===== config.mk =====
export PLATFORM = sky130hd
export DESIGN_NAME = abpa_queue
export DESIGN_NICKNAME = d
export VERILOG_FILES = /design/src/rtl/abpa_pkg.sv /design/src/rtl/abpa_queue.sv
export SDC_FILE = /design/constraint.sdc
export NUM_CORES = 1
export LEC_CHECK = 0
export CAP_MARGIN = 20
export CORE_ASPECT_RATIO = 1.5
export CORE_MARGIN = 2
export CORE_UTILIZATION = 54
export DETAILED_ROUTE_END_ITERATION = 10
export DONT_BUFFER_PORTS = 1
export PLACE_DENSITY = 0.65
export SKIP_CTS_REPAIR_TIMING = 1
export SLEW_MARGIN = 30
export SYNTH_ARGS = -nofsm -noshare
export SYNTH_HDL_FRONTEND = slang
export SYNTH_SLANG_ARGS = --single-unit
export TNS_END_PERCENT = 30

===== constraint.sdc =====
create_clock -name clk -period 1.9 [get_ports clk]
set_clock_uncertainty 0.15 [all_clocks]
set_input_delay 0.19 -clock clk [delete_from_list [all_inputs] [get_ports clk]]
set_output_delay 0.19 -clock clk [all_outputs]
set_load 0.05 [all_outputs]

===== src/rtl/abpa_pkg.sv =====
// shared types, constants and the arctangent table of the phase angle block
package abpa_pkg;

	// defaults for the top level parameters
	localparam int COMPONENT_BITS_DEF = 16;
	localparam int ANGLE_BITS_DEF     = 12;

	// cordic work format: magnitudes normalized so the msb lands near bit 55
	localparam int WORK_NORM   = 56;
	localparam int WORK_W      = 58;
	localparam int CORDIC_STEPS = 30;

	// angle accumulator: 2^32 units per full turn
	localparam int ANGLE_W = 32;
	localparam logic [ANGLE_W-1:0] QUARTER_TURN = 32'h4000_0000;
	localparam logic [ANGLE_W-1:0] HALF_TURN    = 32'h8000_0000;
	localparam logic [ANGLE_W-1:0] EIGHTH_TURN  = 32'h2000_0000;

	// depth of the queue between front and back
	localparam int QUEUE_DEPTH = 4;

	// atan(2^-i) in turn units, rounded to nearest
	localparam logic [ANGLE_W-1:0] ATAN_LUT [0:CORDIC_STEPS-1] = '{
		32'h2000_0000, 32'h12E4_051E, 32'h09FB_385B, 32'h0511_11D4, 32'h028B_0D43,
		32'h0145_D7E1, 32'h00A2_F61E, 32'h0051_7C55, 32'h0028_BE53, 32'h0014_5F2F,
		32'h000A_2F98, 32'h0005_17CC, 32'h0002_8BE6, 32'h0001_45F3, 32'h0000_A2FA,
		32'h0000_517D, 32'h0000_28BE, 32'h0000_145F, 32'h0000_0A30, 32'h0000_0518,
		32'h0000_028C, 32'h0000_0146, 32'h0000_00A3, 32'h0000_0051, 32'h0000_0029,
		32'h0000_0014, 32'h0000_000A, 32'h0000_0005, 32'h0000_0003, 32'h0000_0001
	};

	// how the vector was folded into the first octant
	typedef struct packed {
		logic alpha_neg;
		logic beta_neg;
		logic swapped;
		logic zero;
	} oct_flags_t;

	localparam int FLAGS_W = $bits(oct_flags_t);

endpackage


===== src/rtl/abpa_queue.sv =====
// small fifo between the fold front end and the cordic back end
module abpa_queue #(
	parameter int W = 8
) (
	input  logic         clk,
	input  logic         arst_n,
	input  logic         push,
	input  logic [W-1:0] push_data,
	output logic         full,
	input  logic         pop,
	output logic         not_empty,
	output logic [W-1:0] head_data
);

	localparam int DEPTH = abpa_pkg::QUEUE_DEPTH;
	localparam int PTR_W = $clog2(DEPTH);
	localparam int CNT_W = $clog2(DEPTH + 1);

	logic [W-1:0]     mem_q [0:DEPTH-1];
	logic [PTR_W-1:0] wr_ptr_q;
	logic [PTR_W-1:0] rd_ptr_q;
	logic [CNT_W-1:0] count_q;

	assign full      = count_q == CNT_W'(DEPTH);
	assign not_empty = count_q != '0;
	assign head_data = mem_q[rd_ptr_q];

	always_ff @(posedge clk) begin
		if (push) begin
			mem_q[wr_ptr_q] <= push_data;
		end
	end

	always_ff @(posedge clk or negedge arst_n) begin
		if (!arst_n) begin
			wr_ptr_q <= '0;
			rd_ptr_q <= '0;
			count_q  <= '0;
		end else begin
			if (push) begin
				wr_ptr_q <= (wr_ptr_q == PTR_W'(DEPTH - 1)) ? '0 : wr_ptr_q + 1'b1;
			end
			if (pop) begin
				rd_ptr_q <= (rd_ptr_q == PTR_W'(DEPTH - 1)) ? '0 : rd_ptr_q + 1'b1;
			end
			if (push && !pop) begin
				count_q <= count_q + 1'b1;
			end else if (pop && !push) begin
				count_q <= count_q - 1'b1;
			end
		end
	end

	a_count_bound: assert property (@(posedge clk) disable iff (!arst_n)
		count_q <= CNT_W'(DEPTH))
		else $error("queue count above depth");

	a_no_pop_empty: assert property (@(posedge clk) disable iff (!arst_n)
		pop |-> not_empty)
		else $error("queue popped while empty");

endmodule


Word level (Yosys, flattened, before mapping) --
Memory sizes are Yosys's and may differ from the RTL's. Index checks and enable logic that the tools add are counted.
Word-level totals: bits of input ports 12, memories kept 1, word-level logic and storage cells 23, memory bits (writable) 32, register bits 7, output and inout bits 10
Memories:
- mem_q | words 4, width 8, read ports 1, clocked after memory_dff 0, write ports 1, RTL line abpa_queue.sv:19 | logic [W-1:0] mem_q [0:DEPTH-1];
Cells by class: reduce and logical (&&, ||, !) cells 6, add/sub/neg operators 4, equality and inequality tests 3, mux-type cells 6
Operators by type and width (count):
- 2-to-1 mux 3 bit | 2
- adder 2 x 1 -> 2 bit, second input constant | 2
- equality test 2 bit, second input constant | 2
- 2-to-1 mux 2 bit | 2
- adder 3 x 1 -> 3 bit, second input constant | 1
- equality test 3 bit, second input constant | 1
- nonzero test 3 bit | 1
- subtractor 3 x 1 -> 3 bit, second input constant | 1
- logical AND 1 bit | 2
- zero test 1 bit | 2
- 2-to-1 mux 1 bit | 2
- nonzero test 2 bit | 1

Depth between registers and ports, before layout --
Gate-level depths: netlist of run 1.
depth after elaboration 4, depth in mapped cells 7, mapped depth without buffers 7

Worst setup path after synthesis of run 1 --
No wires, ideal clock.
kind register to output, start point reg count_q[0], end point out full, data arrival time 1.576 ns, stages on the path, launching flop included 2, setup slack -0.016 ns, path through dfrtp_1 nor3b_1
Between the ends: longest elaborated chain between the ends 1
Ends and longest elaborated chain:
- from (decl) | RTL line abpa_queue.sv:22 | logic [CNT_W-1:0] count_q;
- from (signal assigned) | RTL line abpa_queue.sv:47 | count_q <= count_q + 1'b1;
- from (signal assigned) | RTL line abpa_queue.sv:49 | count_q <= count_q - 1'b1;
- equality test 3 bit | RTL line abpa_queue.sv:24 | assign full = count_q == CNT_W'(DEPTH);
- to (decl) | RTL line abpa_queue.sv:9 | output logic full,
Every way passes these cells.

Worst setup path in the final report of run 1 --
start point reg rd_ptr_q[0], end point out head_data[2]
Between the ends: longest elaborated chain between the ends 1
Ends and longest elaborated chain:
- from (decl) | RTL line abpa_queue.sv:21 | logic [PTR_W-1:0] rd_ptr_q;
- from (signal assigned) | RTL line abpa_queue.sv:44 | rd_ptr_q <= (rd_ptr_q == PTR_W'(DEPTH - 1)) ? '0 : rd_ptr_q + 1'b1;
- memory read (4 x 8 bit)
- to (decl) | RTL line abpa_queue.sv:12 | output logic [W-1:0] head_data
Every way passes these cells.

==> PnR_summary.wiki, run 1 <==
{| class="wikitable"
! Metric !! Value
|-
| Seq/Total Area, Yosys || 72.3%
|-
| Net switching power figure || 1.11 mW
|-
| Hpwl dp || 1.57 mm
|-
| Run status || finished, final reports clean
|-
| Worst Tran Pin Value || 0.473 ns
|-
| Critical-path top delay cell || sky130_fd_sc_hd__mux4_2
|-
| Setup repair after global routing missed its margin || no
|-
| Share of total power in the clock network || 21.5%
|-
| Final-layout worst hold slack || 0.0508 ns
|-
| Setup-failing EPs final || 0
|-
| First DRT Iteration DRCs || 10
|-
| Register Area || 1140 um^2
|-
| I/O pin total || 22
|-
| Clk slew on worst S/H paths || 0.07 ns
|-
| Antenna viol nets, final || 0
|-
| Met1 capacity usage during global routing || 18.2%
|-
| Arrival time at the worst endpoint || 1.51 ns
|-
| Maximum number of pins on one net before global-route repair || 13
|-
| TritonCTS clock tree || built
|-
| R2r setup slk || 0.36 ns
|-
| End of the critical path || head_data[2]
|-
| Leading cell type by number of instances after synthesis || sky130_fd_sc_hd__edfxtp_1
|-
| Path category of the worst min-delay check || in -> reg
|-
| Sum Neg Setup Slack || 0 ns
|-
| Number of flops mapped to enable cells by yosys || 32
|-
| Number of nets in the final layout || 117
|-
| Via/cell ratio || 5.36
|-
| Summed instance area of the synthesized netlist || 1570 um^2
|-
| Met2 Use GR || 24.0%
|-
| Internal Pwr Total || 1.90 mW
|-
| Standby leakage power || 0.670 nW
|-
| Number of fill cells || 195
|-
| Final-report max-slew violation count || 0
|-
| CP startpoint || rd_ptr_q[0]
|-
| Num CTS Buffers || 5
|-
| Number of max-cap violations || 0
|-
| Startpoint of the worst register-to-register path || wr_ptr_q[0]
|-
| Commonest cells post-synth || 32 x sky130_fd_sc_hd__edfxtp_1, 8 x sky130_fd_sc_hd__mux4_2, 7 x sky130_fd_sc_hd__dfrtp_1
|-
| Die Footprint || 3370 um^2
|-
| Detailed-route via count || 740
|-
| Combinational share of power || 36.5%
|-
| Initial antenna violation count || 0
|-
| Syn_nets || 98
|-
| Upper clock frequency limit || 0.541 GHz
|-
| Tightest slew margin relative to the limit || 68.5%
|-
| Kind of launch point of the worst setup path || flip-flop
|-
| Cell count after synthesis || 79
|-
| Area leader, netlist || sky130_fd_sc_hd__edfxtp_1
|-
| Std-Cell Core Area || 2850 um^2
|-
| Fraction of synthesized cell area taken by the top area cell type || 61.1%
|-
| Final wirelength || 2.30 mm
|-
| Reg power frac || 42.0%
|-
| Placement row count || 24
|-
| Synth Flop Type || sky130_fd_sc_hd__edfxtp_1
|-
| Minimum period implied by the final worst setup slack || 1.85 ns
|-
| Cell-by-cell listing of the critical path || buf_12, mux4_2
|-
| Share of flip-flops with an asynchronous set or reset after synthesis || 17.9%
|-
| Crit path largest cell delay || 0.66 ns
|-
| Routing layer with the top usage in global route || met2
|-
| Global-route wire length before repair || 3.56 mm
|-
| Synth Warn # || 0
|-
| Average wire length per cell after detail routing || 16.6 um
|-
| Diodes inserted || 0
|-
| Endpoint kind of the worst setup timing path || output pin
|-
| Power per Cell Area || 1620 nW/um^2
|-
| IO buf count || 0
|-
| Switching part of the total power || 37.0%
|-
| Total count of hold-check failures in the final report || 0
|-
| Maximum fanout count along the critical path || 7
|-
| Post-layout util || 65.3%
|-
| Vias in the first global route || 755
|-
| Mean area per synthesized cell || 19.9 um^2
|-
| Remaining global-route overflow || 0
|-
| Critical path class || reg -> out
|-
| H-tree depth reported by CTS || 2
|-
| GRT met3 Usage || 8.53%
|-
| Root Buffer || sky130_fd_sc_hd__clkbuf_8
|-
| Ratio of final minimum period to clock period || 97.3%
|-
| Routability cong. || 0.651
|-
| Global-route usage over all layers || 16.3%
|-
| Flop and latch count out of synthesis || 39
|-
| Number of sinks driven by the clock tree || 39
|-
| Number of distinct standard cells referenced by the synthesized netlist || 18
|-
| IR drop worst, VDD || 0.932 mV
|-
| Number of buffers between clock root and the deepest sink || 2
|-
| Required time of the critical path || 1.56 ns
|-
| Leading post-synthesis cells by cell area || sky130_fd_sc_hd__edfxtp_1 61%, sky130_fd_sc_hd__mux4_2 11%, sky130_fd_sc_hd__dfrtp_1 11%, sky130_fd_sc_hd__ha_1 4.8%, sky130_fd_sc_hd__mux2_2 2.1%
|-
| R2r endpoint || mem_q[0][5]
|-
| First-pass iteration count of the detailed router || 4
|-
| Tot Pwr || 3.01 mW
|-
| Area delta synth->final || 18.6%
|-
| Area used by multi-input combinational logic || 405 um^2
|-
| Starting density of the core || 55.1%
|-
| Register-to-Register Path Depth || 3
|-
| DRC || 0
|-
| Vertical extent of the die || 70.1 um
|-
| Die extent in x || 48.0 um
|-
| Worst-skew pair later-pin latency || 0.28 ns
|-
| Proportion of layout cells with a drive suffix above 1 || 23.2%
|}
power by group through the flow:
stage          Clock, mW  Combinational (mW)  Sequential [mW]
2_1_floorplan          0               0.986             1.21
3_3_place_gp           0                1.08             1.28
3_5_place_dp           0                1.09             1.29
4_1_cts            0.663                1.09             1.27
5_1_grt            0.702                1.19             1.29
6_report           0.647                1.10             1.27
worst min path at each step:
stage	slack, ns	depth (start not counted)	endpoint	startpoint
2_1_floorplan	-0.26	0	count_q[0]	arst_n
3_3_place_gp	-0.26	0	count_q[0]	arst_n
3_5_place_dp	-0.26	0	count_q[0]	arst_n
4_1_cts	-0.57	0	count_q[2]	arst_n
5_1_grt	0.05	2	count_q[0]	push
6_report	0.05	2	count_q[0]	push
logic make-up after synthesis:
family,synth area share (%)
DFF,72.3
muxes,13.6
and+or+nand+nor,3.50
buffers and inverters,2.23
adders and majority gates,6.05
xor gates and xnor gates,1.67
AOI/OAI and AO/OA,0.637
critical path: cells and delay by family, from the launching register on:
| family | cells | cell delay (ns) |
|---|---|---|
| flip-flops | 1 | 0.42 |
| buffers and inverters | 1 | 0.14 |
| multiplexers | 1 | 0.66 |
stage by stage:
stage          worst slack (ns)  std cells  area (um^2)
3_5_place_dp              0.293        119         1640
4_1_cts                 -0.0247        127         1750
2_1_floorplan             0.393         79         1580
6_report                 0.0515        138         1860
5_1_grt                 0.00173        138         1860
3_3_place_gp              0.312        119         1640
flip-flops by register name (all words and copies together) (netlist names):
name / flops
mem_q: 32
count_q: 3
rd_ptr_q: 2
wr_ptr_q: 2
final cells by class:
cell class	count	share of cell area (%)
Clock buffer	5	3.69
Multi-Input combinational cell	33	21.8
Inverter	5	1.01
Timing Repair Buffer	14	7.79
Clock inverter	3	2.08
Tap cell	39	2.62
Sequential cell	39	61.0
cell usage in the layout (no fill, tap or decap):
cell / netlist / routed
sky130_fd_sc_hd__dlygate4sd3_1: 0 / 11
sky130_fd_sc_hd__nand3_1: 1 / 1
sky130_fd_sc_hd__mux4_2: 8 / 8
sky130_fd_sc_hd__and2_1: 4 / 4
sky130_fd_sc_hd__dfrtp_2: 0 / 1
sky130_fd_sc_hd__fa_1: 1 / 1
sky130_fd_sc_hd__mux2_2: 3 / 3
sky130_fd_sc_hd__ha_1: 6 / 6
sky130_fd_sc_hd__nor2_1: 2 / 2
sky130_fd_sc_hd__inv_1: 5 / 5
sky130_fd_sc_hd__buf_12: 0 / 1
sky130_fd_sc_hd__or3_1: 1 / 1
sky130_fd_sc_hd__clkbuf_8: 0 / 5
sky130_fd_sc_hd__o21ai_0: 2 / 2
sky130_fd_sc_hd__nand2_1: 1 / 1
sky130_fd_sc_hd__xnor2_1: 1 / 1
sky130_fd_sc_hd__clkinv_1: 0 / 1
sky130_fd_sc_hd__buf_4: 0 / 2
sky130_fd_sc_hd__xor2_1: 2 / 2
sky130_fd_sc_hd__edfxtp_1: 32 / 32
sky130_fd_sc_hd__bufinv_16: 0 / 1
sky130_fd_sc_hd__dfrtp_1: 7 / 6
sky130_fd_sc_hd__nor3b_2: 0 / 1
sky130_fd_sc_hd__clkinv_2: 0 / 1
routing by layer:
layer	wire, um	up-vias
met1	894	378
met2	1270	24
li1	-	336
met3	104	2
met4	26	0
met5	0	-
No activity file was read; power rests on OpenSTA's default activity.
==> run 2, diff against run 1 <==
CORE_ASPECT_RATIO = not set   (was 1.5)
==> PnR_summary.wiki, run 2 (synthesis results as in run 1) <==
{| class="wikitable"
! Metric !! Value
|-
| Run status || complete, but fails checks
|-
| Violations in the final reports || negative hold slack
|-
| Number of max-cap violations || 0
|-
| Hpwl dp || 1.55 mm
|-
| Diodes inserted || 0
|-
| Number of nets in the final layout || 118
|-
| Worst Tran Pin Value || 0.462 ns
|-
| Maximum fanout count along the critical path || 6
|-
| Most frequent standard cell in the layout excluding fill and tap cells || sky130_fd_sc_hd__edfxtp_1
|-
| Global-route wire length before repair || 3.68 mm
|-
| IR drop worst, VDD || 1.22 mV
|-
| Top flop regs || mem_q: 32 flops, count_q: 3 flops
|-
| Detailed-route via count || 729
|-
| First DRT Iteration DRCs || 27
|-
| Sum Neg Setup Slack || 0 ns
|-
| Die Footprint || 3360 um^2
|-
| Number of buffers between clock root and the deepest sink || 2
|-
| DRC || 0
|-
| Number of sinks driven by the clock tree || 39
|-
| First-pass iteration count of the detailed router || 4
|-
| Final-report max-slew violation count || 0
|-
| Die extent in x || 57.9 um
|-
| Most flops, register || mem_q
|-
| Cell depth of the worst min-delay path || 2
|-
| Register-to-Register Path Depth || 3
|-
| Setup-failing EPs final || 0
|-
| Tightest slew margin relative to the limit || 69.2%
|-
| TritonCTS clock tree || built
|-
| Minimum period implied by the final worst setup slack || 1.88 ns
|-
| Kind of launch point of the worst setup path || flip-flop
|-
| Initial antenna violation count || 0
|-
| Tot Pwr || 2.79 mW
|-
| Number of fill cells || 199
|-
| Starting density of the core || 57.0%
|-
| Final wirelength || 2.32 mm
|-
| Setup repair after global routing missed its margin || yes
|-
| Critical path class || reg -> out
|-
| Final-layout worst hold slack || -0.00523 ns
|-
| Path category of the worst min-delay check || in -> reg
|-
| Global-route usage over all layers || 16.1%
|-
| Routability cong. || 0.732
|-
| R2r setup slk || 0.34 ns
|-
| Upper clock frequency limit || 0.533 GHz
|-
| Antenna viol nets, final || 0
|-
| Total count of hold-check failures in the final report || 1
|-
| I/O pin total || 22
|-
| Remaining global-route overflow || 0
|-
| Worst-skew pair later-pin latency || 0.33 ns
|-
| Arrival time at the worst endpoint || 1.54 ns
|-
| Root Buffer || sky130_fd_sc_hd__clkbuf_4
|-
| Endpoint kind of the worst setup timing path || output pin
|-
| Vertical extent of the die || 57.9 um
|-
| Average wire length per cell after detail routing || 17.7 um
|-
| Via/cell ratio || 5.56
|-
| Ratio of final minimum period to clock period || 98.8%
|-
| Setup slack at placement || 0.289 ns
|-
| Power per Cell Area || 1550 nW/um^2
|-
| Clk slew on worst S/H paths || 0.10 ns
|-
| Required time of the critical path || 1.56 ns
|-
| Std-Cell Core Area || 2760 um^2
|-
| H-tree depth reported by CTS || 2
|-
| Area delta synth->final || 14.7%
|-
| Crit path setup slack, layout || 0.0236 ns
|-
| Proportion of layout cells with a drive suffix above 1 || 23.0%
|-
| Maximum number of pins on one net before global-route repair || 13
|-
| Num CTS Buffers || 5
|-
| Leading cell types in the layout, fill and taps excluded || 32 x sky130_fd_sc_hd__edfxtp_1, 11 x sky130_fd_sc_hd__dlygate4sd3_1, 8 x sky130_fd_sc_hd__mux4_2
|-
| Standby leakage power || 0.649 nW
|-
| Vias in the first global route || 708
|-
| IO buf count || 0
|-
| Number of flip-flops in the largest register || 32
|-
| Placement row count || 19
|}
run 2: cell count changes in the layout (fill, tap and decap cells not counted):
cell	before	now
sky130_fd_sc_hd__clkbuf_1	0	1
sky130_fd_sc_hd__clkbuf_4	0	5
sky130_fd_sc_hd__clkbuf_8	5	0
sky130_fd_sc_hd__buf_4	2	3
sky130_fd_sc_hd__bufinv_16	1	0
run 2: stage by stage:
stage	cell area, um^2	instances	util, %	hold slack [ns]
2_1_floorplan	1580	79	-	-0.256
6_report	1800	131	65.4	-0.00523
3_3_place_gp	1630	111	59.3	-0.255
5_1_grt	1800	131	65.4	0.0102
4_1_cts	1680	119	61.1	-0.635
3_5_place_dp	1630	111	59.3	-0.255
run 2: path summary, 6_finish.rpt:
| kind | startpoint | end |
|---|---|---|
| worst max-delay path | rd_ptr_q[0] | head_data[2] |
| worst min-delay path | push | count_q[0] |
| worst max register to register | wr_ptr_q[0] | mem_q[0][4] |
| worst min register to register | count_q[2] | count_q[2] |
| max in group asynchronous | arst_n | rd_ptr_q[0] |
| min in group asynchronous | arst_n | count_q[2] |
run 2: worst max-delay path: stages, from the launching register on:
cell and delay (ns):
sky130_fd_sc_hd__dfrtp_2 0.41, sky130_fd_sc_hd__buf_12 0.13, sky130_fd_sc_hd__mux4_2 0.66
run 2: layer usage:
layer	wire length (um)	vias up	part of all wire (%)	global-route usage, %
met5	0	-	0	0
met4	25	0	1.1	8.97
met3	112	4	4.8	4.69
met2	1170	23	50	24.4
met1	1020	361	44	21.1
li1	-	341	-	-
run 2: power breakdown:
part / switching (mW) / internal [mW]
clock network: 0.253 / 0.139
logic: 0.733 / 0.404
registers: 0.132 / 1.13
total: 1.12 / 1.67
run 2: area by class of cell:
cell class                      count  area, um^2  area share, %
Inverter                            5        18.8           1.04
Clock buffer                        6        41.3           2.29
Sequential cell                    39        1140           63.1
Timing Repair Buffer               15         153           8.47
Multi-Input combinational cell     33         405           22.5
Tap cell                           31        38.8           2.15
Clock inverter                      2        8.76          0.486
