### config.mk
export PLATFORM = sky130hd
export DESIGN_NAME = abpa_front
export DESIGN_NICKNAME = d
export VERILOG_FILES = /design/src/rtl/abpa_pkg.sv /design/src/rtl/abpa_front.sv
export SDC_FILE = /design/constraint.sdc
export NUM_CORES = 1
export LEC_CHECK = 0
export ABC_AREA = 1
export BUFFER_PORTS_ARGS = -buffer_cell sky130_fd_sc_hd__buf_2
export CELL_PAD_IN_SITES_DETAIL_PLACEMENT = 1
export CELL_PAD_IN_SITES_GLOBAL_PLACEMENT = 1
export CORE_MARGIN = 4
export CORE_UTILIZATION = 35
export DETAILED_ROUTE_END_ITERATION = 6
export GPL_ROUTABILITY_DRIVEN = 0
export PLACE_DENSITY_LB_ADDON = 0.1
export SLEW_MARGIN = 10
export SYNTH_ARGS = -nofsm -noshare
export SYNTH_HDL_FRONTEND = slang
export SYNTH_SLANG_ARGS = --single-unit
### constraint.sdc
create_clock -name vclk -period 4.8
set_input_delay 0.24 -clock vclk [all_inputs]
set_output_delay 0.24 -clock vclk [all_outputs]
set_load 0.1 [all_outputs]
### src/rtl/abpa_pkg.sv
// shared types, constants and the arctangent table of the phase angle block
package abpa_pkg;

	// defaults for the top level parameters
	localparam int COMPONENT_BITS_DEF = 16;
	localparam int ANGLE_BITS_DEF     = 12;

	// cordic work format: magnitudes normalized so the msb lands near bit 55
	localparam int WORK_NORM   = 56;
	localparam int WORK_W      = 58;
	localparam int CORDIC_STEPS = 30;

	// angle accumulator: 2^32 units per full turn
	localparam int ANGLE_W = 32;
	localparam logic [ANGLE_W-1:0] QUARTER_TURN = 32'h4000_0000;
	localparam logic [ANGLE_W-1:0] HALF_TURN    = 32'h8000_0000;
	localparam logic [ANGLE_W-1:0] EIGHTH_TURN  = 32'h2000_0000;

	// depth of the queue between front and back
	localparam int QUEUE_DEPTH = 4;

	// atan(2^-i) in turn units, rounded to nearest
	localparam logic [ANGLE_W-1:0] ATAN_LUT [0:CORDIC_STEPS-1] = '{
		32'h2000_0000, 32'h12E4_051E, 32'h09FB_385B, 32'h0511_11D4, 32'h028B_0D43,
		32'h0145_D7E1, 32'h00A2_F61E, 32'h0051_7C55, 32'h0028_BE53, 32'h0014_5F2F,
		32'h000A_2F98, 32'h0005_17CC, 32'h0002_8BE6, 32'h0001_45F3, 32'h0000_A2FA,
		32'h0000_517D, 32'h0000_28BE, 32'h0000_145F, 32'h0000_0A30, 32'h0000_0518,
		32'h0000_028C, 32'h0000_0146, 32'h0000_00A3, 32'h0000_0051, 32'h0000_0029,
		32'h0000_0014, 32'h0000_000A, 32'h0000_0005, 32'h0000_0003, 32'h0000_0001
	};

	// how the vector was folded into the first octant
	typedef struct packed {
		logic alpha_neg;
		logic beta_neg;
		logic swapped;
		logic zero;
	} oct_flags_t;

	localparam int FLAGS_W = $bits(oct_flags_t);

endpackage

### src/rtl/abpa_front.sv
// front end: folds an alpha/beta vector into the first octant
module abpa_front #(
	parameter int COMPONENT_BITS = abpa_pkg::COMPONENT_BITS_DEF
) (
	input  logic signed [COMPONENT_BITS-1:0] alpha_component,
	input  logic signed [COMPONENT_BITS-1:0] beta_component,
	output logic        [COMPONENT_BITS-1:0] large_mag,
	output logic        [COMPONENT_BITS-1:0] small_mag,
	output abpa_pkg::oct_flags_t             flags
);

	logic [COMPONENT_BITS-1:0] abs_a;
	logic [COMPONENT_BITS-1:0] abs_b;
	logic                      swap;

	// magnitude fits unsigned even for the most negative code
	always_comb begin
		abs_a = alpha_component[COMPONENT_BITS-1] ? COMPONENT_BITS'(-alpha_component)
			: COMPONENT_BITS'(alpha_component);
		abs_b = beta_component[COMPONENT_BITS-1] ? COMPONENT_BITS'(-beta_component)
			: COMPONENT_BITS'(beta_component);
		swap  = abs_b > abs_a;
		large_mag = swap ? abs_b : abs_a;
		small_mag = swap ? abs_a : abs_b;
		flags.alpha_neg = alpha_component[COMPONENT_BITS-1];
		flags.beta_neg  = beta_component[COMPONENT_BITS-1];
		flags.swapped   = swap;
		flags.zero      = (alpha_component == '0) && (beta_component == '0);
	end

endmodule

### Word level (Yosys, flattened, before mapping)

Cells that the tools add are included.

| storage, ports and cells | value |
|---|---|
| word-level logic and storage cells | 10 |
| bits in registers | 0 |
| input port bits | 32 |
| output and inout port bits | 36 |

| operators by class | value |
|---|---|
| reduce and logical (&&, ||, !) cells | 3 |
| magnitude comparators | 1 |
| multiplexer cells | 4 |
| add/sub/neg operators | 2 |

Operators by type and width:

| kind | count |
|---|---|
| 16-bit 2-to-1 mux | 4 |
| 16-bit logical NOT | 2 |
| 16-bit negator | 2 |
| 16-bit greater-than comparator | 1 |
| 1-bit logical AND | 1 |

### Longest topological paths before layout

Gate-level depths: netlist of the first run.

| depth | value |
|---|---|
| depth after elaboration | 4 |
| mapped depth | 19 |
| mapped depth without buffers | 18 |

### Worst setup path before layout of the first run

Ideal clock, no wire load.

| timing | value |
|---|---|
| path type | input port to output port |
| start point | in alpha_component[1] |
| end point | out flags[0] (netlist name) |
| stages | 6 |
| setup slack | 0.891 ns |
| arrival time | 3.669 ns |
| buffers on the path | 0 |
| path through | inv_1 ha_1 nand3_1 nor2_1 nand3_1 nor4_1 |

RTL lines:

| item | RTL line | RTL |
|---|---|---|
| start: declaration | abpa_front.sv:5 | `input logic signed [COMPONENT_BITS-1:0] alpha_component,` |
| end: declaration | abpa_front.sv:9 | `output abpa_pkg::oct_flags_t flags` |

==> results.cfg, run 1 <==
[critical_path]
cp.buffers_inverters = 5
worstSetupStartpointType = input port
crit_slowest_cell = nand2_2
worst_setup_path_end_kind = output port
max_stage_delay_ns = 0.47
cp_top_family = simple AND/OR/NAND/NOR gates
path_cells = buf_2 -> inv_1 -> ha_1 -> nand3_1 -> o21ai_1 -> xor2_1 -> inv_1 -> ha_1 -> nand2_1 -> nor2_1 -> nand2_1 -> nand2_1 -> nand2_1 -> nand2_2 -> nand2_4 -> inv_1 -> buf_2
path_class = input port to output port
crit_path_max_fanout = 33
cp_common_cell = nand2_1
startpoint = alpha_component[0]
arrival_ns = 3.58
required_ns = 4.56

[global_routing]
gr-total-overflow = 0
antenna_found_initial = 0
grt_max_degree = 34
grt_pass1_wl_um = 10400
grt_pass1_vias = 2256
track_usage = 0.195

[sta]
fin_crit_sh = 0.797
fmax_ghz = 0.261
hold_viol_final = 0
rsz0062_at_grt = false
relSlewSlack = 0.587
period_needed_ns = 3.82
drv_slew = 0
setup_tns_ns = 0
setup_viol = 0
worst_pin_slew_ns = 0.617

[pwr]
switching_share = 0.837
seq_power_share = 0
p_int_mw = 0.117
leakagePower_nw = 1.37
p_comb_frac = 1.000
switchingPower_mw = 0.601
max-vdd-ir-drop_uv = 182
power.share.clock = 0
pwr_density_cell_nw_per_um2 = 339

[layout]
seqCellArea_um2 = 0
drive_gt1_frac = 0.177
fin_util = 0.436
fin_nets = 476
clkbuf_count = 0
insertedDiodeCount = 0
nFlopsAndLatches = 0
area_growth_pct = 18.0

[clock_network]
cts_setup_buffers = 0
cts-resized-gates = 0
cts_hold_buf = 0

[hold_path]
hold-path-cell-count = 4
hold_path_end = small_mag[0]
hold_start = beta_component[0]
worstHoldPathType = input port to output port

[routing]
post-route-drc-count = 0
drt_pass1_iterations = 4
vias_per_cell = 4.86
vias = 2387
wl_per_cell_um = 12.4
wirelength_um = 6100
drt-initial-drc-count = 61
ant_nets = 0

[outcome]
outcome = complete, no violations

[synth]
synth_top_area_share = 0.331
yosysSeqAreaShare = 0
synth.most_common_cell = nand2_1
synth_area_um2 = 1790
synth_top_cells_by_area = nand2_1, nand3_1, ha_1
syn_area_per_cell_um2 = 4.83
synth_nets = 421
synth_cells = 371
synth_top_area_cell = nand2_1
ys_types = 26
synthTopCellsByCount = nand2_1, nand3_1, inv_1
yosysWarnings = 0

[floorplan]
rows = 25
die-area_um2 = 6330
die_h_um = 79.6
die_x_um = 79.6
start_util = 0.370
core_area_um2 = 4850
ios = 68

[placement]
dp_hpwl_um = 5250
portBuffers = 68

[flow_run]
cap_violations = 0
## final cells by class
class	instances	area, um^2
fill	785	2730
multi-input combinational	303	1490
timing repair buffer	69	348
inverter	52	195
tap	67	83.8
## per-layer routing
layer,vias to the layer above,GRT usage,wire length (um)
met5,-,0,0
met3,2,0.00790,232
met4,0,0.0103,35
met1,1081,0.259,2840
li1,1264,-,-
met2,40,0.363,2990
## power groups by stage
stage | registers, mW | clock network, mW | logic, mW
finish | 0 | 0 | 0.718
global route | 0 | 0 | 0.765
CTS | 0 | 0 | 0.721
detailed placement | 0 | 0 | 0.720
global placement | 0 | 0 | 0.712
floorplan | 0 | 0 | 0.619
## kinds of logic (layout without fill, tap and decap cells)
group	Yosys count	after routing	share of synthesized area
AO/OA/AOI/OAI	16	16	0.0475
AND/OR/NAND/NOR	259	259	0.609
adder cells (fa/ha/maj)	18	18	0.126
XOR/XNOR	10	10	0.0488
buffers and inverters	68	121	0.170
## placed cells by master (no fill, tap or decap), types with 2 or more instances in the layout
cell,n
buf_2,68
a21oi_1,6
xnor2_1,4
nand4_1,4
ha_1,18
o21ai_1,2
nand2_1,158
o21ai_0,6
nor2_1,31
nand3_1,56
xor2_1,6
inv_1,52
nand3b_1,2
## through the flow
stage | instance area (um^2) | setup slack (ns) | hold slack (ns) | power [mW] | instances
4_1_cts | 2120 | 0.983 | 0.980 | 0.721 | 491
3_5_place_dp | 2120 | 0.967 | 0.979 | 0.720 | 491
6_report | 2120 | 0.976 | 0.975 | 0.718 | 491
2_1_floorplan | 1790 | 0.891 | 0.692 | 0.619 | 371
3_3_place_gp | 2120 | 1.06 | 0.975 | 0.712 | 491
5_1_grt | 2120 | 0.589 | 1.01 | 0.765 | 491
## worst max path at each step
stage	end	slack, ns	cells past startpoint
final	flags[1]	0.98	17
after global routing	flags[1]	0.59	18
after CTS	flags[1]	0.98	17
after detailed placement	flags[1]	0.97	17
after global placement	flags[1]	1.06	17
after floorplan	flags[0]	0.89	6
## worst min-delay path: cells and delay by family
family	cells	cell delay [ns]
simple gates	2	0.10
buf+inv	2	0.39
No activity file was read; power rests on OpenSTA's default activity.
==> run 2, diff against run 1 <==
- ABC_AREA: 1 -> 0
- CORE_UTILIZATION: 35 -> 31
- clock period: 4.8 -> 3.45 ns (I/O delays scaled with it)
==> results.cfg, run 2 <==
[outcome]
outcome = did not finish
failing_step = 5_1_grt
error_line = [ERROR DPL-0033] detailed placement checks failed during check placement.

[floorplan]
rows = 24
die_h_um = 75.5
start_util = 0.322
die_x_um = 75.5
ios = 68

[synth]
synth_top_cells_by_area = mux2i_1, ha_1, xor2_1
ys_types = 34
synth_top_area_cell = mux2i_1
synth-compound-area-share = 0.159
synth_xor_area_frac = 0.167
synth_top_family_by_area = multiplexers
synth_cells = 188
synthTopCellsByCount = mux2i_1, xor2_1, inv_1
syn_area_per_cell_um2 = 7.51
synth_area_um2 = 1410
synth_nets = 238
synth_mux_area_frac = 0.241
yosysWarnings = 0
synth_adder_area_share = 0.159
synth_top_area_share = 0.241
yosysSeqAreaShare = 0
synth.most_common_cell = mux2i_1
synth_simple_gate_area_share = 0.183

[global_routing]
grt_max_degree = 18
antenna_found_initial = 0

[placement]
portBuffers = 68
dp_hpwl_um = 6740

[sta]
worstEpCategory = top-level output
postGrtWorstEndpoint = large_mag[9]

[clock_network]
cts_hold_buf = 0
==> run 2: cell types whose count changed after synthesis, moves of 3 or more <==
cell | before | now
mux2i_1 | 0 | 34
nand2_1 | 158 | 16
buf_6 | 3 | 0
nand3_1 | 56 | 2
nor3_1 | 1 | 5
inv_1 | 52 | 21
xor2_1 | 6 | 23
o31ai_1 | 0 | 6
nor2_1 | 31 | 8
o21ai_0 | 6 | 9
o41ai_1 | 0 | 3
nand3b_1 | 2 | 5
==> run 2: through the flow <==
stage | worst slack [ns] | hold WS (ns) | TNS, ns | cells | cell area (um^2)
CTS | -0.284 | 0.791 | -8.60 | 361 | 3280
global placement | -0.187 | 0.794 | -5.76 | 352 | 3100
detailed placement | -0.430 | 0.791 | -13.13 | 352 | 3100
floorplan | -0.434 | 0.529 | -13.33 | 188 | 1880
==> run 2: cells by family after synthesis <==
kind of cell / count (synthesis)
compound gates: 31
xor+xnor: 26
fa+ha+maj: 18
buf+inv: 30
mux: 34
simple gates: 49
==> run 2: timing repair <==
| action | in CTS |
|---|---|
| gates cloned | 2 |
| resized for setup | 12 |
| setup buffers | 7 |
| pin swaps | 6 |
| setup endpoints to repair | 33 |
==> run 3, diff against run 2 <==
- CELL_PAD_IN_SITES_DETAIL_PLACEMENT: 1 -> default
- CELL_PAD_IN_SITES_GLOBAL_PLACEMENT: 1 -> default
- CORE_AREA: default -> 4 4 65 67
- CORE_MARGIN: 4 -> default
- CORE_UTILIZATION: 31 -> default
- DIE_AREA: default -> 0 0 69 71
- PLACE_DENSITY_LB_ADDON: 0.1 -> 0.15
- clock period: 3.45 -> 4.5 ns (I/O delays scaled with it)
==> results.cfg, run 3 <==
[outcome]
outcome = complete, no violations

[critical_path]
worstSetupStartpointType = input port
crit_path_max_fanout = 11
max_stage_delay_ns = 0.55
arrival_ns = 3.98
crit_slowest_cell = or4_4
worst_setup_path_end_kind = output port
path_cells = buf_2 -> or4_4 -> or3_4 -> o41ai_4 -> xor2_2 -> ha_1 -> nand4_1 -> nor4_1 -> a21boi_0 -> o41a_2 -> buf_4 -> mux2i_1 -> buf_12
cp.buffers_inverters = 3
required_ns = 4.28
path_class = input port to output port
cp_top_family = simple AND/OR/NAND/NOR gates
startpoint = alpha_component[8]

[synth]
yosysWarnings = 0
ys_types = 34
syn_area_per_cell_um2 = 7.51
synth_nets = 238
synth_area_um2 = 1410
synth_top_area_cell = mux2i_1
synth_top_cells_by_area = mux2i_1, ha_1, xor2_1
synth_cells = 188
synth.most_common_cell = mux2i_1
synthTopCellsByCount = mux2i_1, xor2_1, inv_1
synth_top_area_share = 0.241
yosysSeqAreaShare = 0

[floorplan]
ios = 68
start_util = 0.389
core_area_um2 = 3630
die_x_um = 69
rows = 22
die-area_um2 = 4900
die_h_um = 71

[routing]
vias_per_cell = 5.24
wl_per_cell_um = 13.8
vias = 1562
drt_pass1_iterations = 4
ant_nets = 0
post-route-drc-count = 0
drt-initial-drc-count = 62
wirelength_um = 4110

[clock_network]
cts-resized-gates = 0
cts_hold_buf = 0
cts_setup_buffers = 0

[global_routing]
grt_pass1_wl_um = 6900
gr-total-overflow = 0
grt_max_degree = 23
track_usage = 0.160
antenna_found_initial = 0
grt_pass1_vias = 1520

[sta]
hold_viol_final = 0
fin_crit_sh = 0.935
drv_slew = 0
fmax_ghz = 0.238
setup_viol = 0
relSlewSlack = 0.679
worst_pin_slew_ns = 0.485
setup_tns_ns = 0
rsz0062_at_grt = false
period_needed_ns = 4.21

[pwr]
pwr_density_cell_nw_per_um2 = 460
power_mw = 1.06
leakagePower_nw = 1.13
max-vdd-ir-drop_uv = 287

[layout]
insertedDiodeCount = 0
fin_util = 0.633
mostFrequentLayoutCells = buf_2, buf_12, mux2i_1, xor2_1, inv_1
layout.cells.most_common = buf_2
area_growth_pct = 62.7
drive_gt1_frac = 0.312
fin_nets = 302
clkbuf_count = 0
seqCellArea_um2 = 0
nFlopsAndLatches = 0
fill_cells = 356

[hold_path]
hold_start = beta_component[14]
worstHoldPathType = input port to output port

[placement]
portBuffers = 68
dp_hpwl_um = 3560

[flow_run]
cap_violations = 0
==> run 3: cell counts after synthesis <==
No cell type changed its count.
==> run 3: final timing paths <==
path	to	cells past startpoint
worst max-delay path	large_mag[0]	13
worst min-delay path	flags[0]	3
==> run 3: cell type report <==
| class | instances | area [um^2] | area share |
|---|---|---|---|
| inverter | 21 | 78.8 | 0.0343 |
| timing repair buffer | 71 | 871 | 0.379 |
| tap | 48 | 60.1 | 0.0261 |
| multi-input combinational | 158 | 1290 | 0.561 |
==> run 3: per-stage QoR <==
| stage | worst slack, ns | cell area (um^2) | hold WS [ns] | std cells |
|---|---|---|---|---|
| 3_5_place_dp | 0.399 | 2300 | 0.906 | 298 |
| 5_1_grt | 0.170 | 2300 | 0.917 | 298 |
| 2_1_floorplan | -0.461 | 1420 | 0.662 | 188 |
| 4_1_cts | 0.398 | 2300 | 0.907 | 298 |
| 6_report | 0.292 | 2300 | 0.905 | 298 |
| 3_3_place_gp | 0.517 | 2300 | 0.913 | 298 |
==> run 3: metal layers <==
metal | vias up | GRT usage | wire [um]
li1 | 795 | - | -
met1 | 719 | 0.200 | 1750
met2 | 46 | 0.309 | 2150
met3 | 2 | 0.0156 | 198
met4 | 0 | 0.00651 | 14
met5 | - | 0 | 0
==> run 3: power by group <==
group | leakage [nW] | internal, mW | switching, mW
registers | 0 | 0 | 0
clock network | 0 | 0 | 0
logic | 1.13 | 0.361 | 0.696
total | 1.13 | 0.361 | 0.696
==> run 3: logic make-up (layout without fill, tap and decap cells) <==
| group | Yosys count | in the layout | synth area share |
|---|---|---|---|
| adders and majority gates | 18 | 18 | 0.159 |
| muxes | 34 | 34 | 0.241 |
| and+or+nand+nor | 49 | 49 | 0.183 |
| xor gates and xnor gates | 26 | 26 | 0.167 |
| AOI/OAI and AO/OA | 31 | 31 | 0.159 |
| buffers and inverters | 30 | 92 | 0.0912 |
==> run 3: tightest hold or removal path, stage by stage <==
cell    delay [ns]
buf_2         0.11
nor3_1        0.06
buf_2         0.28
==> run 4, diff against run 3 <==
- CELL_PAD_IN_SITES_DETAIL_PLACEMENT: default -> 1
- CELL_PAD_IN_SITES_GLOBAL_PLACEMENT: default -> 1
- CORE_AREA: 4 4 65 67 -> default
- CORE_MARGIN: default -> 4
- CORE_UTILIZATION: default -> 34
- DIE_AREA: 0 0 69 71 -> default
==> results.cfg, run 4 (synthesis results as in run 3) <==
[outcome]
outcome = complete, no violations

[floorplan]
die_h_um = 72.5
core_area_um2 = 4000
die_x_um = 72.5
die-area_um2 = 5250
ios = 68
start_util = 0.353
rows = 23

[flow_run]
cap_violations = 0

[sta]
rsz0062_at_grt = false
drv_slew = 0
setup_viol = 0
relSlewSlack = 0.676
hold_viol_final = 0
period_needed_ns = 4.26
worst_pin_slew_ns = 0.489
whs_ns = 0.898
fmax_ghz = 0.235
fin_crit_sh = 0.947

[layout]
fin_nets = 301
seqCellArea_um2 = 0
fill_cells = 467
area_growth_pct = 61.9
fin_util = 0.572
nFlopsAndLatches = 0
insertedDiodeCount = 0
clkbuf_count = 0
drive_gt1_frac = 0.313
mostFrequentLayoutCells = buf_2, mux2i_1, buf_12, xor2_1, inv_1
layout.cells.most_common = buf_2

[critical_path]
worstSetupStartpointType = input port
arrival_ns = 4.04
crit_slowest_cell = or4_4
required_ns = 4.28
crit_path_max_fanout = 21
path_class = input port to output port
path_cells = buf_2 -> or4_4 -> or3_4 -> o41ai_4 -> xor2_2 -> ha_1 -> nand4_1 -> nor4_1 -> a21boi_0 -> o41a_2 -> buf_4 -> mux2i_1 -> buf_12
max_stage_delay_ns = 0.55
worst_setup_path_end_kind = output port

[global_routing]
antenna_found_initial = 0
grt_pass1_vias = 1601
gr-total-overflow = 0
track_usage = 0.179
grt_max_degree = 22
grt_pass1_wl_um = 7720

[pwr]
power_mw = 1.06
pwr_density_cell_nw_per_um2 = 463
max-vdd-ir-drop_uv = 350
leakagePower_nw = 1.12

[hold_path]
worstHoldPathType = input port to output port

[routing]
drt-initial-drc-count = 72
drt_pass1_iterations = 4
post-route-drc-count = 0
ant_nets = 0
wirelength_um = 4680
vias_per_cell = 5.27
wl_per_cell_um = 15.7
vias = 1577

[clock_network]
cts_hold_buf = 0
cts_setup_buffers = 0
cts-resized-gates = 0

[placement]
portBuffers = 68
dp_hpwl_um = 4150
-- run 4: final timing paths --
check             to               start  cells past startpoint
max    small_mag[14]  alpha_component[8]                     13
min         flags[0]  beta_component[14]                      3
-- run 4: metrics by stage --
stage / instances / instance area, um^2 / setup slack (ns) / setup TNS (ns)
after global routing: 299 / 2290 / 0.0137 / 0
after CTS: 299 / 2280 / 0.225 / 0
final: 299 / 2290 / 0.240 / 0
after floorplan: 188 / 1420 / -0.461 / -13.39
after detailed placement: 299 / 2280 / 0.255 / 0
after global placement: 299 / 2280 / 0.447 / 0
-- run 4: area by class of cell --
class	count	area, um^2	area share
multi-input combinational	158	1290	0.566
timing repair buffer	70	851	0.372
inverter	21	78.8	0.0345
tap	50	62.6	0.0274
-- run 4: critical path, delay by kind of cell --
kind	cells	cell delay, ns
compound gates	3	0.76
xor+xnor	1	0.14
fa+ha+maj	1	0.35
buf+inv	3	0.68
mux	1	0.40
simple gates	4	1.46
-- run 4: routing by layer --
| metal | vias to the layer above | wire, um | GRT usage |
|---|---|---|---|
| met4 | 0 | 0 | 0 |
| met2 | 42 | 2500 | 0.347 |
| met3 | 0 | 277 | 0.0152 |
| met1 | 745 | 1900 | 0.226 |
| met5 | - | 0 | 0 |
| li1 | 790 | - | - |
-- run 4: power by group --
part | switching, mW | leakage, nW | internal (mW)
logic | 0.703 | 1.12 | 0.356
registers | 0 | 0 | 0
clock network | 0 | 0 | 0
